File: config.mk
export PLATFORM = sky130hd
export DESIGN_NAME = pen_sample_delta_varint_encoder_core
export DESIGN_NICKNAME = d
export VERILOG_FILES = /design/src/rtl/psdve_pkg.sv /design/src/rtl/psdve_front.sv /design/src/rtl/psdve_fifo.sv /design/src/rtl/psdve_back.sv /design/src/rtl/pen_sample_delta_varint_encoder_core.sv
export SDC_FILE = /design/constraint.sdc
export NUM_CORES = 1
export LEC_CHECK = 0
export ABC_AREA = 1
export ABC_CLOCK_PERIOD_IN_PS = 9600
export BUFFER_PORTS_ARGS = -buffer_cell sky130_fd_sc_hd__buf_2
export CAP_MARGIN = 20
export CORE_MARGIN = 8
export CORE_UTILIZATION = 30
export CTS_BUF_LIST = sky130_fd_sc_hd__clkbuf_8
export CTS_CLUSTER_SIZE = 12
export DETAILED_ROUTE_END_ITERATION = 8
export PLACE_DENSITY = 0.48
export SYNTH_ARGS = -nofsm -noshare
export SYNTH_HDL_FRONTEND = slang
export SYNTH_SLANG_ARGS = --single-unit
File: constraint.sdc
create_clock -name clk -period 9.6 [get_ports clk]
set_clock_uncertainty 0.2 [all_clocks]
set_input_delay 1.92 -clock clk [delete_from_list [all_inputs] [get_ports clk]]
set_output_delay 1.92 -clock clk [all_outputs]
set_load 0.05 [all_outputs]
File: src/rtl/psdve_pkg.sv
package psdve_pkg;

    localparam int WORD_W       = 32;
    localparam int SHORT_W      = 16;
    localparam int BYTE_W       = 8;
    localparam int GROUP_W      = 7;
    localparam int CFG_INDEX_W  = 8;
    localparam int CFG_DATA_W   = 8;
    localparam int FIELD_COUNT  = 7;
    localparam int FIELD_IDX_W  = $clog2(FIELD_COUNT);
    localparam int FIFO_DEPTH_DEFAULT = 4;

    // register indexes on the configuration port
    localparam logic [CFG_INDEX_W-1:0] CFG_TILT_ENABLE    = 8'd0;
    localparam logic [CFG_INDEX_W-1:0] CFG_AZIMUTH_ENABLE = 8'd1;

    // field slots in emit order
    localparam logic [FIELD_IDX_W-1:0] FLD_X       = 3'd0;
    localparam logic [FIELD_IDX_W-1:0] FLD_Y       = 3'd1;
    localparam logic [FIELD_IDX_W-1:0] FLD_PRESS   = 3'd2;
    localparam logic [FIELD_IDX_W-1:0] FLD_TIME    = 3'd3;
    localparam logic [FIELD_IDX_W-1:0] FLD_TILT_X  = 3'd4;
    localparam logic [FIELD_IDX_W-1:0] FLD_TILT_Y  = 3'd5;
    localparam logic [FIELD_IDX_W-1:0] FLD_AZIMUTH = 3'd6;

    localparam logic [GROUP_W-1:0] GROUP_MASK = 7'h7F;

    typedef struct packed {
        logic tilt_enable;
        logic azimuth_enable;
    } cfg_t;

    // one field word on its way to the serializer
    typedef struct packed {
        logic [WORD_W-1:0] value;
        logic              last;
    } field_entry_t;

endpackage

File: src/rtl/psdve_front.sv
module psdve_front
(
    input  logic                              clk,
    input  logic                              rst_n,
    input  logic                              push,
    output logic                              full,
    input  logic                              first_sample,
    input  logic signed [psdve_pkg::WORD_W-1:0]  pos_x,
    input  logic signed [psdve_pkg::WORD_W-1:0]  pos_y,
    input  logic        [psdve_pkg::SHORT_W-1:0] pen_pressure,
    input  logic        [psdve_pkg::WORD_W-1:0]  time_stamp,
    input  logic signed [psdve_pkg::SHORT_W-1:0] tilt_x,
    input  logic signed [psdve_pkg::SHORT_W-1:0] tilt_y,
    input  logic        [psdve_pkg::SHORT_W-1:0] azimuth,
    input  psdve_pkg::cfg_t                   cfg,
    output logic                              q_push,
    output psdve_pkg::field_entry_t           q_entry,
    input  logic                              q_full
);

    localparam int W  = psdve_pkg::WORD_W;
    localparam int SW = psdve_pkg::SHORT_W;

    function automatic logic [W-1:0] zigzag(input logic [W-1:0] d);
        zigzag = {d[W-2:0], 1'b0} ^ {W{d[W-1]}};
    endfunction

    logic [W-1:0]  prev_x_reg, prev_y_reg, prev_time_reg;
    logic [SW-1:0] prev_press_reg, prev_tilt_x_reg, prev_tilt_y_reg, prev_az_reg;
    logic [W-1:0]  field_reg [psdve_pkg::FIELD_COUNT];
    logic [W-1:0]  field_next [psdve_pkg::FIELD_COUNT];
    logic [psdve_pkg::FIELD_IDX_W-1:0] idx_reg, idx_next;
    logic          busy_reg, busy_next;
    logic          accept, field_last;

    logic [W-1:0] x_w, y_w, p_w, t_w, tx_w, ty_w, az_w;
    logic [W-1:0] px_w, py_w, pp_w, pt_w, ptx_w, pty_w, paz_w;

    assign accept = push && !busy_reg;
    assign full   = busy_reg;

    // widen to 32 bits: tilt with sign, pressure and azimuth without
    assign x_w   = $unsigned(pos_x);
    assign y_w   = $unsigned(pos_y);
    assign p_w   = {{(W-SW){1'b0}}, pen_pressure};
    assign t_w   = time_stamp;
    assign tx_w  = {{(W-SW){tilt_x[SW-1]}}, $unsigned(tilt_x)};
    assign ty_w  = {{(W-SW){tilt_y[SW-1]}}, $unsigned(tilt_y)};
    assign az_w  = {{(W-SW){1'b0}}, azimuth};
    assign px_w  = prev_x_reg;
    assign py_w  = prev_y_reg;
    assign pp_w  = {{(W-SW){1'b0}}, prev_press_reg};
    assign pt_w  = prev_time_reg;
    assign ptx_w = {{(W-SW){prev_tilt_x_reg[SW-1]}}, prev_tilt_x_reg};
    assign pty_w = {{(W-SW){prev_tilt_y_reg[SW-1]}}, prev_tilt_y_reg};
    assign paz_w = {{(W-SW){1'b0}}, prev_az_reg};

    always_comb
    begin
        if (first_sample)
        begin
            field_next[psdve_pkg::FLD_X]       = x_w;
            field_next[psdve_pkg::FLD_Y]       = y_w;
            field_next[psdve_pkg::FLD_PRESS]   = p_w;
            field_next[psdve_pkg::FLD_TIME]    = t_w;
            field_next[psdve_pkg::FLD_TILT_X]  = tx_w;
            field_next[psdve_pkg::FLD_TILT_Y]  = ty_w;
            field_next[psdve_pkg::FLD_AZIMUTH] = az_w;
        end
        else
        begin
            field_next[psdve_pkg::FLD_X]       = zigzag(x_w - px_w);
            field_next[psdve_pkg::FLD_Y]       = zigzag(y_w - py_w);
            field_next[psdve_pkg::FLD_PRESS]   = zigzag(p_w - pp_w);
            field_next[psdve_pkg::FLD_TIME]    = t_w - pt_w;
            field_next[psdve_pkg::FLD_TILT_X]  = zigzag(tx_w - ptx_w);
            field_next[psdve_pkg::FLD_TILT_Y]  = zigzag(ty_w - pty_w);
            field_next[psdve_pkg::FLD_AZIMUTH] = zigzag(az_w - paz_w);
        end
    end

    // last enabled slot ends the sample
    always_comb
    begin
        field_last = 1'b0;
        if (idx_reg == psdve_pkg::FLD_AZIMUTH)
            field_last = 1'b1;
        else if (idx_reg == psdve_pkg::FLD_TILT_Y)
            field_last = !cfg.azimuth_enable;
        else if (idx_reg == psdve_pkg::FLD_TIME)
            field_last = !cfg.tilt_enable && !cfg.azimuth_enable;
    end

    always_comb
    begin
        idx_next  = idx_reg;
        busy_next = busy_reg;
        if (accept)
        begin
            busy_next = 1'b1;
            idx_next  = psdve_pkg::FLD_X;
        end
        else if (busy_reg && !q_full)
        begin
            if (field_last)
                busy_next = 1'b0;
            else if (idx_reg == psdve_pkg::FLD_TIME && !cfg.tilt_enable)
                idx_next = psdve_pkg::FLD_AZIMUTH;
            else
                idx_next = idx_reg + 1'b1;
        end
    end

    assign q_push        = busy_reg && !q_full;
    assign q_entry.value = field_reg[idx_reg];
    assign q_entry.last  = field_last;

    always_ff @(posedge clk or negedge rst_n)
    begin
        if (!rst_n)
        begin
            busy_reg        <= 1'b0;
            idx_reg         <= psdve_pkg::FLD_X;
            prev_x_reg      <= '0;
            prev_y_reg      <= '0;
            prev_time_reg   <= '0;
            prev_press_reg  <= '0;
            prev_tilt_x_reg <= '0;
            prev_tilt_y_reg <= '0;
            prev_az_reg     <= '0;
        end
        else
        begin
            busy_reg <= busy_next;
            idx_reg  <= idx_next;
            if (accept)
            begin
                prev_x_reg      <= x_w;
                prev_y_reg      <= y_w;
                prev_time_reg   <= t_w;
                prev_press_reg  <= pen_pressure;
                prev_tilt_x_reg <= $unsigned(tilt_x);
                prev_tilt_y_reg <= $unsigned(tilt_y);
                prev_az_reg     <= azimuth;
            end
        end
    end

    always_ff @(posedge clk)
    begin
        if (accept)
        begin
            for (int i = 0; i < psdve_pkg::FIELD_COUNT; i++)
                field_reg[i] <= field_next[i];
        end
    end

endmodule

File: src/rtl/psdve_fifo.sv
module psdve_fifo
#(
    parameter int DEPTH = psdve_pkg::FIFO_DEPTH_DEFAULT
)
(
    input  logic                    clk,
    input  logic                    rst_n,
    input  logic                    wr_en,
    input  psdve_pkg::field_entry_t wr_entry,
    output logic                    full,
    input  logic                    rd_en,
    output psdve_pkg::field_entry_t rd_entry,
    output logic                    empty
);

    localparam int PTR_W = (DEPTH > 1) ? $clog2(DEPTH) : 1;
    localparam int CNT_W = $clog2(DEPTH + 1);
    localparam logic [PTR_W-1:0] LAST_PTR = PTR_W'(DEPTH - 1);
    localparam logic [CNT_W-1:0] DEPTH_CNT = CNT_W'(DEPTH);

    psdve_pkg::field_entry_t mem [DEPTH];
    logic [PTR_W-1:0] wr_ptr_reg, rd_ptr_reg;
    logic [CNT_W-1:0] count_reg;
    logic             do_wr, do_rd;

    assign full     = (count_reg == DEPTH_CNT);
    assign empty    = (count_reg == '0);
    assign do_wr    = wr_en && !full;
    assign do_rd    = rd_en && !empty;
    assign rd_entry = mem[rd_ptr_reg];

    always_ff @(posedge clk or negedge rst_n)
    begin
        if (!rst_n)
        begin
            wr_ptr_reg <= '0;
            rd_ptr_reg <= '0;
            count_reg  <= '0;
        end
        else
        begin
            if (do_wr)
                wr_ptr_reg <= (wr_ptr_reg == LAST_PTR) ? '0 : wr_ptr_reg + 1'b1;
            if (do_rd)
                rd_ptr_reg <= (rd_ptr_reg == LAST_PTR) ? '0 : rd_ptr_reg + 1'b1;
            if (do_wr && !do_rd)
                count_reg <= count_reg + 1'b1;
            else if (do_rd && !do_wr)
                count_reg <= count_reg - 1'b1;
        end
    end

    always_ff @(posedge clk)
    begin
        if (do_wr)
            mem[wr_ptr_reg] <= wr_entry;
    end

endmodule

File: src/rtl/psdve_back.sv
module psdve_back
(
    input  logic                              clk,
    input  logic                              rst_n,
    input  logic                              q_empty,
    input  psdve_pkg::field_entry_t           q_entry,
    output logic                              q_pop,
    output logic                              empty,
    input  logic                              pop,
    output logic [psdve_pkg::BYTE_W-1:0]      out_byte,
    output logic                              last_byte
);

    localparam int W = psdve_pkg::WORD_W;
    localparam int G = psdve_pkg::GROUP_W;

    logic [W-1:0]                 shift_reg;
    logic                         field_last_reg;
    logic                         active_reg;
    logic                         out_valid_reg;
    logic [psdve_pkg::BYTE_W-1:0] byte_reg;
    logic                         last_reg;
    logic                         slot_free, produce, more;
    logic [G-1:0]                 group;

    assign slot_free = !out_valid_reg || pop;
    assign produce   = active_reg && slot_free;
    assign group     = shift_reg[G-1:0] & psdve_pkg::GROUP_MASK;
    assign more      = (shift_reg[W-1:G] != '0);
    // reload as soon as the current field finishes its final group
    assign q_pop     = !q_empty && (!active_reg || (produce && !more));

    assign empty     = !out_valid_reg;
    assign out_byte  = byte_reg;
    assign last_byte = last_reg;

    always_ff @(posedge clk or negedge rst_n)
    begin
        if (!rst_n)
        begin
            active_reg    <= 1'b0;
            out_valid_reg <= 1'b0;
        end
        else
        begin
            if (q_pop)
                active_reg <= 1'b1;
            else if (produce && !more)
                active_reg <= 1'b0;

            if (produce)
                out_valid_reg <= 1'b1;
            else if (pop)
                out_valid_reg <= 1'b0;
        end
    end

    always_ff @(posedge clk)
    begin
        if (q_pop)
        begin
            shift_reg      <= q_entry.value;
            field_last_reg <= q_entry.last;
        end
        else if (produce)
        begin
            shift_reg <= {{G{1'b0}}, shift_reg[W-1:G]};
        end
        if (produce)
        begin
            byte_reg <= {more, group};
            last_reg <= !more && field_last_reg;
        end
    end

endmodule

File: src/rtl/pen_sample_delta_varint_encoder_core.sv
// Path: an accepted sample passes through the front-end field registers, the field queue and the
// serializer shift register before its first byte reaches the output byte register.
// Throughput: one byte per cycle from the serializer while field words are queued and the receiver
// keeps popping; a sample emits 4 to 35 bytes from its 4 to 7 enabled field words.
// The front end takes a new sample once its last field word has entered the field queue.
// Reset (rst_n low, asynchronous) clears the previous-sample store, both enables, the queue
// and all valid flags; the block is ready as soon as reset is released.
module pen_sample_delta_varint_encoder_core
#(
    parameter int FIFO_DEPTH = psdve_pkg::FIFO_DEPTH_DEFAULT
)
(
    input  logic                                  clk,
    input  logic                                  rst_n,
    // sample input, queue style
    input  logic                                  push,
    output logic                                  full,
    input  logic                                  first_sample,
    input  logic signed [psdve_pkg::WORD_W-1:0]   pos_x,
    input  logic signed [psdve_pkg::WORD_W-1:0]   pos_y,
    input  logic        [psdve_pkg::SHORT_W-1:0]  pen_pressure,
    input  logic        [psdve_pkg::WORD_W-1:0]   time_stamp,
    input  logic signed [psdve_pkg::SHORT_W-1:0]  tilt_x,
    input  logic signed [psdve_pkg::SHORT_W-1:0]  tilt_y,
    input  logic        [psdve_pkg::SHORT_W-1:0]  azimuth,
    // byte output, queue style
    output logic                                  empty,
    input  logic                                  pop,
    output logic        [psdve_pkg::BYTE_W-1:0]   out_byte,
    output logic                                  last_byte,
    // configuration write channel
    input  logic                                  cfg_valid,
    output logic                                  cfg_ready,
    input  logic        [psdve_pkg::CFG_INDEX_W-1:0] cfg_index,
    input  logic        [psdve_pkg::CFG_DATA_W-1:0]  cfg_data
);

    psdve_pkg::cfg_t          cfg_reg;
    psdve_pkg::field_entry_t  front_entry;
    psdve_pkg::field_entry_t  back_entry;
    logic                     front_push;
    logic                     fifo_full;
    logic                     fifo_empty;
    logic                     back_pop;

    // Register writes are never stalled and land in the enable register at the clock
    // edge; only bit 0 of the data counts and indexes past the two enables are dropped.
    assign cfg_ready = 1'b1;

    always_ff @(posedge clk or negedge rst_n)
    begin
        if (!rst_n)
        begin
            cfg_reg <= '0;
        end
        else if (cfg_valid)
        begin
            unique case (cfg_index)
                psdve_pkg::CFG_TILT_ENABLE:    cfg_reg.tilt_enable    <= cfg_data[0];
                psdve_pkg::CFG_AZIMUTH_ENABLE: cfg_reg.azimuth_enable <= cfg_data[0];
                default: ;
            endcase
        end
    end

    // Front end: capture a sample, form raw words or delta words (zigzag for all but
    // time) for all seven fields, update the previous-sample store, then hand the
    // enabled words to the queue one per cycle while it has room, final one marked.
    psdve_front u_front
    (
        .clk          (clk),
        .rst_n        (rst_n),
        .push         (push),
        .full         (full),
        .first_sample (first_sample),
        .pos_x        (pos_x),
        .pos_y        (pos_y),
        .pen_pressure (pen_pressure),
        .time_stamp   (time_stamp),
        .tilt_x       (tilt_x),
        .tilt_y       (tilt_y),
        .azimuth      (azimuth),
        .cfg          (cfg_reg),
        .q_push       (front_push),
        .q_entry      (front_entry),
        .q_full       (fifo_full)
    );

    // Short field queue decouples word generation from byte serialization.
    psdve_fifo #(.DEPTH(FIFO_DEPTH)) u_fifo
    (
        .clk      (clk),
        .rst_n    (rst_n),
        .wr_en    (front_push),
        .wr_entry (front_entry),
        .full     (fifo_full),
        .rd_en    (back_pop),
        .rd_entry (back_entry),
        .empty    (fifo_empty)
    );

    // Back end: split each word into 7-bit groups, low group first, continuation
    // flag on all but the final group; the byte register holds a waiting transaction.
    psdve_back u_back
    (
        .clk       (clk),
        .rst_n     (rst_n),
        .q_empty   (fifo_empty),
        .q_entry   (back_entry),
        .q_pop     (back_pop),
        .empty     (empty),
        .pop       (pop),
        .out_byte  (out_byte),
        .last_byte (last_byte)
    );

endmodule

### Word-level counts from Yosys, hierarchy flattened

Memories as Yosys holds them, arrays and structs flattened.
Cells that the tools add are included.

* add/subtract/negate cells: 12
* eq/ne operators: 8
* muxes and demuxes: 25
* bitwise operators: 6
* reduce and logical (&&, ||, !) cells: 37

Operators by type and width (number)
* 224-bit 2-to-1 mux: 1
* 32-bit bitwise XOR: 6
* 32-bit subtractor: 3
* 16-bit by 16-bit subtractor with 17-bit output: 4
* 32-bit 2-to-1 mux: 2
* 25-bit nonzero test: 1
* 3-bit 2-to-1 mux: 6
* 1-bit 2-to-1 mux: 14
* 1-bit logical AND: 12
* 2-bit nonzero test: 6
* 1-bit logical NOT: 10
* 3-bit equality test, second input constant: 3
* 8-bit by 1-bit equality test with 1-bit output, second input constant: 1
* 8-bit logical NOT: 1
* 2-bit AND reduction: 4
* 3-bit by 1-bit adder with 3-bit output, second input constant: 2
* 2-bit by 1-bit adder with 2-bit output, second input constant: 2
* 2-bit equality test, second input constant: 2
* 2-bit 2-to-1 mux: 2
* 3-bit by 2-bit equality test with 1-bit output, second input constant: 1
* 3-bit logical NOT: 1
* 3-bit by 1-bit subtractor with 3-bit output, second input constant: 1
* 1-bit logical OR: 2
* 2-bit by 1-bit inequality test with 1-bit output, second input constant: 1

* bits in registers: 217
* memory bits (writable): 356
* logic and storage cells: 110
* memories kept: 2

Memories
* u_front.field_reg: depth 7, bits a word 32, read ports 1, clocked after memory_dff 0, write ports 7, line psdve_front.sv:30 `logic [W-1:0] field_reg [psdve_pkg::FIELD_COUNT];`
* u_fifo.mem: depth 4, bits a word 33, read ports 1, clocked after memory_dff 0, write ports 1, line psdve_fifo.sv:21 `psdve_pkg::field_entry_t mem [DEPTH];`

### Longest topological paths before layout

Gate-level depths: netlist (run 1).

* depth after elaboration: 10
* mapped depth: 19

### By module

A second synthesis (run 1) with hierarchy kept.

* cell total of the unflattened synthesis: 4629
* area, all modules: 34570.7 sq um

Modules (own cells, without submodules)
* psdve_front: instances 1, cells an instance 3964, area an instance 26490.4 sq um, sequential area each 9088.7 sq um
* psdve_fifo: instances 1, cells an instance 446, area an instance 5940.7 sq um, sequential area each 4139.0 sq um
* psdve_back: instances 1, cells an instance 188, area an instance 1965.6 sq um, sequential area each 1311.3 sq um
* pen_sample_delta_varint_encoder_core: instances 1, cells an instance 31, area an instance 173.9 sq um, sequential area each 50.0 sq um

### Worst setup path after synthesis (run 1)

Ideal clock, no wire load.

* path type: input -> register
* from: input push
* to: register u_front.prev_x_reg[17]
* setup time: 0.376 ns
* data arrival time: 7.383 ns
* data required time: 9.024 ns
* slack: 1.641 ns
* stages: 5
* cells stage by stage: nand2_1 > clkinv_1 > clkbuf_1 > clkbuf_1 > o21ai_0

* longest elaborated chain between the ends: 1

Ends and longest elaborated chain
* start: declaration: line pen_sample_delta_varint_encoder_core.sv:16 `input logic push,`
* 1-bit logical AND: line psdve_front.sv:39 `assign accept = push && !busy_reg;`
* net u_front.accept: line psdve_front.sv:34 `logic accept, field_last;`
* end signal: assignment: line psdve_front.sv:138 `prev_x_reg <= x_w;`
* end: declaration: line psdve_front.sv:28 `logic [W-1:0] prev_x_reg, prev_y_reg, prev_time_reg;`

The timed path passes the listed nets, and every way through them passes these cells.
A chain may end at the register's enable or synchronous reset.

==> results of run 1 <==
==> report_power, final <==
group	internal, mW	leakage, nW	switching (mW)	total, mW
logic	2.02	11.8	4.54	6.56
registers	3.49	5.35	0.289	3.78
clock network	1.30	1.18	1.05	2.35
total	6.82	18.3	5.87	12.7
==> layer usage <==
layer	part of all wire, %	track usage, %
met5	0.024	0
met4	2.0	4.15
met3	5.0	3.02
met2	46	28.5
met1	47	24.0
==> metrics by stage <==
stage	total power, mW	instances	area, um^2	worst slack [ns]	utilization [%]
floorplan	8.47	4530	33700	1.64	-
global placement	10.4	6103	36100	4.65	32.3
detailed placement	10.4	6103	36100	4.65	32.3
CTS	12.8	6283	38200	5.49	34.2
global route	13.9	6286	38200	5.26	34.2
finish	12.7	6296	38300	5.37	34.2
==> layout make-up <==
cell class / count / area [um^2] / share of cell area [%]
diodes: 13 / 32.5 / 0.0850
clock buffers: 102 / 1400 / 3.67
clock inverters: 78 / 697 / 1.82
inverters: 660 / 2490 / 6.52
multi-input cells: 3220 / 16000 / 41.9
flip-flops and latches: 515 / 14600 / 38.1
well taps: 1500 / 1880 / 4.91
repair buffers: 208 / 1140 / 2.98
==> Yosys cell counts (all sizes together) (33+ instances only) <==
library cell	count	area [um^2]
xnor2	49	429
inv	656	2470
clkbuf	111	417
o22ai	47	294
edfxtp	340	10200
dfrtp	175	4380
nor2	335	1270
o21ai	459	2300
nor3	33	170
nand3	261	1320
nand2	1537	5960
ha	168	2100
a21oi	151	767
==> critical path: stages <==
cell,delay (ns)
buf_2,0.18
inv_1,0.10
ha_1,0.23
fa_1,0.42
o21ai_1,0.24
nand2_1,0.08
nand2_1,0.17
nand2_1,0.07
nand2_1,0.13
nand2_1,0.08
nand2_2,0.36
nor2_1,0.20
inv_1,0.18
o21ai_0,0.10
==> final timing paths <==
check                           slack (ns)  cells after the start                           start                                       to
worst min register to register        0.22                      0   u_back.shift_reg[6]$_DFFE_PP_             u_back.out_byte[6]$_DFFE_PP_
worst max register to register        5.88                     10  u_front.idx_reg[0]$_DFFE_PN0P_           u_front.idx_reg[0]$_DFFE_PN0P_
worst max-delay path                  5.37                     14                 pen_pressure[0]        u_front.field_reg[2][0]$_DFFE_PP_
worst min-delay path                  0.22                      0   u_back.shift_reg[6]$_DFFE_PP_             u_back.out_byte[6]$_DFFE_PP_
max in group asynchronous             7.00                      2                           rst_n  u_front.prev_tilt_y_reg[11]$_DFFE_PN0P_
min in group asynchronous             0.98                      1                           rst_n       u_front.prev_y_reg[18]$_DFFE_PN0P_
==> logic make-up (layout without fill, tap and decap cells) <==
| family | Yosys count | in the layout |
|---|---|---|
| xor+xnor | 74 | 74 |
| mux | 1 | 1 |
| buf+inv | 795 | 1048 |
| flops | 515 | 515 |
| other cells | 1 | 14 |
| fa+ha+maj | 176 | 176 |
| simple gates | 2249 | 2249 |
| compound gates | 719 | 719 |
==> out/results.ini, run 1 <==
[clock_tree]
post-cts-setup-buffers=0
cts_buffers=96
cts_num_sinks=515
clock-root-buffer=clkbuf_8
h-tree-depth=3
cts_hold_repair.buffers=0
post_cts_resized=0
path_clk_slew_ns=0.06
clock_latency_ns=0.74
cts_max_path_buffers=3
cts_tree=built

[sta]
final_hold_viol_count=0
setup_viol_count_final=0
drv_slew=0
tns_ns=0
fin_crit_sh_pct=44.0
max_slew.worst_pin.slew_ns=1.03
min_period_ns=4.23
rsz0062_at_grt=false
hold_ws_ns=0.217
fmax_ghz=0.237
relSlewSlack_pct=30.3

[floorplan]
die_h_um=351
initial_core_util_pct=30.1
io_pins=194
core_area_um2=112000
die_w_um=351
die_area_um2=123000
rows=123

[route]
ant_nets=0
viasPerCell=4.63
detail_route.first_pass.iterations=6
vias=29100
drc_errors=0
drt_iter0_drc=1981
wirelength_mm=110
wl_per_cell_um=17.4

[global_routing]
grt_antenna_before_repair=29
grt_use_total_pct=17.5
grt_pass1_wl_mm=168
grt_start_max_net_pins=206
grt_overflow=0
grt_pass1_vias=28000

[synthesis]
async_flop_share_pct=34.0
synth-xor-area-share_pct=1.93
ys_types=54
synthMuxAreaShare_pct=0.0335
synthesis.nets=4888
synth_top_family_by_area=simple AND/OR/NAND/NOR gates
ys_seq_area_share_pct=43.3
syn_inst=4530
syn_area_per_cell_um2=7.43
synth_area_um2=33700
ys.flop_type=edfxtp_1
synth_seq_cells=515
yosysWarnings=0
synth_simple_gate_area_share_pct=27.5
synth_fa_ha_area_share_pct=6.72
synth_compound_area_share_pct=11.4
synth_edf_count=340

[worst_setup_path]
crit_fanout=19
setup.worst_path.start_class=input port
cp.arrival_ns=4.47
crit_path_end_kind=flop
critPathRequiredTime_ns=9.85
path_class=input port to flop

[finish]
syn2layout_area_growth_pct=13.7
largest_reg_flops=166
final_common_cell=nand2_1
num-fill-cells=12100
nNetsFinal=5059
drive_gt1_share_pct=9.49
final_cell_mix=nand2_1, inv_1, o21ai_0

[pwr]
pwr_density_cell_nw_per_um2=332
worst_ir_drop_vdd_mv=0.156
p_leak_nw=18.3

[outcome]
status=finished, final reports clean

[job]
cap_violations=0

[hold_path]
min_path_type=flop to flop

[placed_design]
gp_congestion=0.894
hpwl_mm=82.6
placement.io_buffers=185

Note: power is estimated with default switching activity, not from simulation.
==> run 2: changes to the inputs <==
--- a/config.mk
+++ b/config.mk
@@ -5,8 +5,8 @@
 export SDC_FILE = /design/constraint.sdc
 export NUM_CORES = 1
 export LEC_CHECK = 0
-export ABC_AREA = 1
-export ABC_CLOCK_PERIOD_IN_PS = 9600
+export ABC_AREA = 0
+export ABC_CLOCK_PERIOD_IN_PS = 3500
 export BUFFER_PORTS_ARGS = -buffer_cell sky130_fd_sc_hd__buf_2
 export CAP_MARGIN = 20
 export CORE_MARGIN = 8
@@ -14,7 +14,7 @@
 export CTS_BUF_LIST = sky130_fd_sc_hd__clkbuf_8
 export CTS_CLUSTER_SIZE = 12
 export DETAILED_ROUTE_END_ITERATION = 8
-export PLACE_DENSITY = 0.48
+export PLACE_DENSITY = 0.5
 export SYNTH_ARGS = -nofsm -noshare
 export SYNTH_HDL_FRONTEND = slang
 export SYNTH_SLANG_ARGS = --single-unit
==> constraint.sdc (replaced) <==
create_clock -name clk -period 3.5 [get_ports clk]
set_clock_uncertainty 0.2 [all_clocks]
set_input_delay 0.7 -clock clk [delete_from_list [all_inputs] [get_ports clk]]
set_output_delay 0.7 -clock clk [all_outputs]
set_load 0.05 [all_outputs]
==> run 2 against run 1 <==
Compared with the run above: synthesized cell count decreased by 36%; clock-buffer cell count increased by 8; total power increased to 2.9 times the previous value; critical endpoint is now u_front.field_reg[6][14]$_DFFE_PP_; sequential power increased to 2.8 times the previous value; combinational power increased to 3.2 times the previous value; non-clock buffer count increased by 398; synthesized area decreased by 9.8%; largest cell class unchanged; critical path depth unchanged; sequential share of layout area about the same.
==> out/results.ini, run 2 <==
[pwr]
pwr_density_cell_nw_per_um2=975  ; was 332 nW/um^2
clkPwrFrac_pct=15.5  ; was 18.5%
p_seq_share_pct=28.7  ; was 29.8%
power.internal_mw=22.8  ; was 6.82 mW
worst_ir_drop_vdd_mv=0.410  ; was 0.156 mV
switchingPower_mw=14.5  ; was 5.87 mW
combPwrFrac_pct=55.7  ; was 51.7%
p_leak_nw=16.0  ; was 18.3 nW
p_sw_share_pct=38.9  ; was 46.3%
power_mw=37.4  ; was 12.7 mW

[route]
viasPerCell=4.75  ; was 4.63
vias=23100  ; was 29100
ant_nets=0  ; unchanged
wirelength_mm=89.6  ; was 110 mm
drc_errors=0  ; unchanged
detail_route.first_pass.iterations=7  ; was 6
wl_per_cell_um=18.4  ; was 17.4 um
drt_iter0_drc=1206  ; was 1981

[finish]
drive_gt1_share_pct=24.1  ; was 9.49%
nNetsFinal=3825  ; was 5059
final_core_util_pct=38.3  ; was 34.2%
syn2layout_area_growth_pct=26.2  ; was 13.7%
final_common_cell=nand2_1  ; unchanged
largest_reg_flops=166  ; unchanged
fin_area_um2=38300  ; about the same
final_cell_mix=nand2_1, edfxtp_1, buf_4  ; was nand2_1, inv_1, o21ai_0

[synthesis]
synth_top_cell_area_share_pct=33.6  ; was 30.3%
ys_seq_area_share_pct=48.0  ; was 43.3%
ys_types=86  ; was 54
async_flop_share_pct=34.0  ; unchanged
synth_edf_count=340  ; unchanged
synthesis.nets=3240  ; was 4888
synth.largest_area_cell=edfxtp_1  ; unchanged
synth_most_common_cell=nand2_1  ; unchanged
syn_inst=2882  ; was 4530
synth_area_um2=30400  ; was 33700 um^2
synth_common_cells=nand2_1, edfxtp_1, o21ai_0  ; was nand2_1, inv_1, o21ai_0
synthTopCellsByArea=edfxtp_1, dfrtp_1, ha_1  ; was edfxtp_1, nand2_1, dfrtp_1
yosysWarnings=0  ; unchanged
synth_seq_cells=515  ; unchanged
ys.flop_type=edfxtp_1  ; unchanged
syn_area_per_cell_um2=10.5  ; was 7.43 um^2

[worst_setup_path]
crit_path_end_kind=flop  ; unchanged
cp.arrival_ns=3.67  ; was 4.47 ns
regToRegStartpoint=u_front.prev_y_reg[0]$_DFFE_PN0P_  ; was u_front.idx_reg[0]$_DFFE_PN0P_
timing.rr.end=u_front.field_reg[1][29]$_DFFE_PP_  ; was u_front.idx_reg[0]$_DFFE_PN0P_
critPathRequiredTime_ns=3.76  ; was 9.85 ns
r2r_slack_ns=0.12  ; was 5.88 ns
path_class=input port to flop  ; unchanged
setup.worst_path.start_class=input port  ; unchanged
reg2reg_depth=11  ; was 10
crit_fanout=4  ; was 19
crit_start=azimuth[1]  ; was pen_pressure[0]

[placed_design]
hpwl_mm=65.8  ; was 82.6 mm
gp_congestion=0.883  ; was 0.894
placement.io_buffers=185  ; unchanged
pre_cts_slack_ns=-0.427  ; was 4.65 ns
post_dp_cell_area_um2=35400  ; was 36100 um^2

[sta]
fin_crit_sh_pct=97.3
tns_ns=0  ; unchanged
drv_slew=0  ; unchanged
max_slew.worst_pin.slew_ns=0.813  ; was 1.03 ns
min_period_ns=3.41
rsz0062_at_grt=true  ; was false
worst_slack_ns=0.0948  ; was 5.37 ns
final_hold_viol_count=0  ; unchanged
setup_viol_count_final=0  ; unchanged
fmax_ghz=0.294
relSlewSlack_pct=45.2  ; was 30.3%

[floorplan]
initial_core_util_pct=30.3  ; was 30.1%
die_area_um2=112000  ; was 123000 um^2
die_h_um=334  ; was 351 um
rows=116  ; was 123
core_area_um2=100000  ; was 112000 um^2
die_w_um=334  ; was 351 um
io_pins=194  ; unchanged

[hold_path]
hp-start=tilt_y[14]  ; was u_back.shift_reg[6]$_DFFE_PP_
holdPathStages=3  ; was 0
hold_end=u_front.prev_tilt_y_reg[14]$_DFFE_PN0P_  ; was u_back.out_byte[6]$_DFFE_PP_
min_path_type=input port to flop  ; was flop to flop

[global_routing]
grt_overflow=0  ; unchanged
grt_use_total_pct=15.7  ; was 17.5%
grt_pass1_vias=23500  ; was 28000
grt_antenna_before_repair=16  ; was 29
grt_pass1_wl_mm=138  ; was 168 mm
grt_start_max_net_pins=97  ; was 206

[clock_tree]
cts_tree=built  ; unchanged
cts_buffers=97  ; was 96
clock_latency_ns=0.73  ; was 0.74 ns
h-tree-depth=3  ; unchanged
cts_num_sinks=515  ; unchanged
path_clk_slew_ns=0.06  ; about the same
cts_max_path_buffers=3  ; unchanged
clock-root-buffer=clkbuf_8  ; unchanged

[job]
cap_violations=0  ; unchanged

[outcome]
status=finished, final reports clean  ; unchanged

## run 2: critical path: stages
cell and delay (ns):
dlygate4sd3_1 0.54, buf_2 0.15, ha_1 0.28, nor2b_1 0.13
o21a_1 0.18, o21ai_0 0.35, a211oi_2 0.16, nor3_1 0.25
buf_4 0.15, o31ai_1 0.08, buf_4 0.15, xor2_1 0.14
xnor2_1 0.14, mux2_2 0.27
## run 2: area by class of cell
| class | count | area (um^2) |
|---|---|---|
| Fill cell | 9937 | 61800 |
| Multi-Input combinational cell | 2036 | 14800 |
| Sequential cell | 515 | 14600 |
| Timing Repair Buffer | 606 | 4600 |
| Tap cell | 1298 | 1620 |
| Clock buffer | 110 | 1510 |
| Inverter | 211 | 800 |
| Clock inverter | 72 | 397 |
| Antenna cell | 12 | 30.0 |
## run 2: what timing repair did
action,CTS,global route
resized for setup,0,29
endpoints found under the setup margin,0,53
hold endpoints to repair,122,0
hold buffers,75,0
setup buffers,0,13
## run 2: worst max-delay path by stage
stage	to	slack (ns)	depth (start not counted)
after floorplan	u_front.field_reg[1][29]$_DFFE_PP_	-0.04	10
after global placement	u_front.field_reg[3][16]$_DFFE_PP_	-0.41	15
after detailed placement	u_front.field_reg[5][4]$_DFFE_PP_	-0.43	14
after CTS	u_front.field_reg[1][27]$_DFFE_PP_	0.03	11
after global routing	u_front.field_reg[1][29]$_DFFE_PP_	-0.06	11
final	u_front.field_reg[6][14]$_DFFE_PP_	0.09	14
## run 2: per-stage QoR
stage,cells,hold slack [ns]
finish,4860,0.0842
floorplan,2882,0.200
global route,4852,0.0493
CTS,4834,0.00164
detailed placement,4577,0.215
global placement,4577,0.207
## run 2: layer usage
layer	vias to the layer above	part of all wire (%)	GRT usage, %
met5	-	0.013	0
met4	2	2.0	4.14
met3	112	4.8	3.28
met2	407	47	26.2
met1	11100	46	20.7
li1	11500	-	-
## run 2: cell families (layout without fill, tap and decap cells)
group	count (synthesis)	count (layout)	synth area share, %
buffers and inverters	331	999	4.19
other	1	13	0.0124
AND/OR/NAND/NOR	692	692	10.1
multiplexers	178	178	8.29
flip-flops	515	515	48.0
XOR/XNOR	244	244	7.29
AO/OA/AOI/OAI	745	745	14.6
adder cells (fa/ha/maj)	176	176	7.45
## run 2: power by group through the flow
stage | clock network (mW) | logic [mW] | registers [mW]
4_1_cts | 6.05 | 20.5 | 10.8
5_1_grt | 6.28 | 23.1 | 11.0
3_5_place_dp | 0 | 20.3 | 10.9
2_1_floorplan | 0 | 13.9 | 10.4
3_3_place_gp | 0 | 20.2 | 10.8
6_report | 5.81 | 20.8 | 10.7
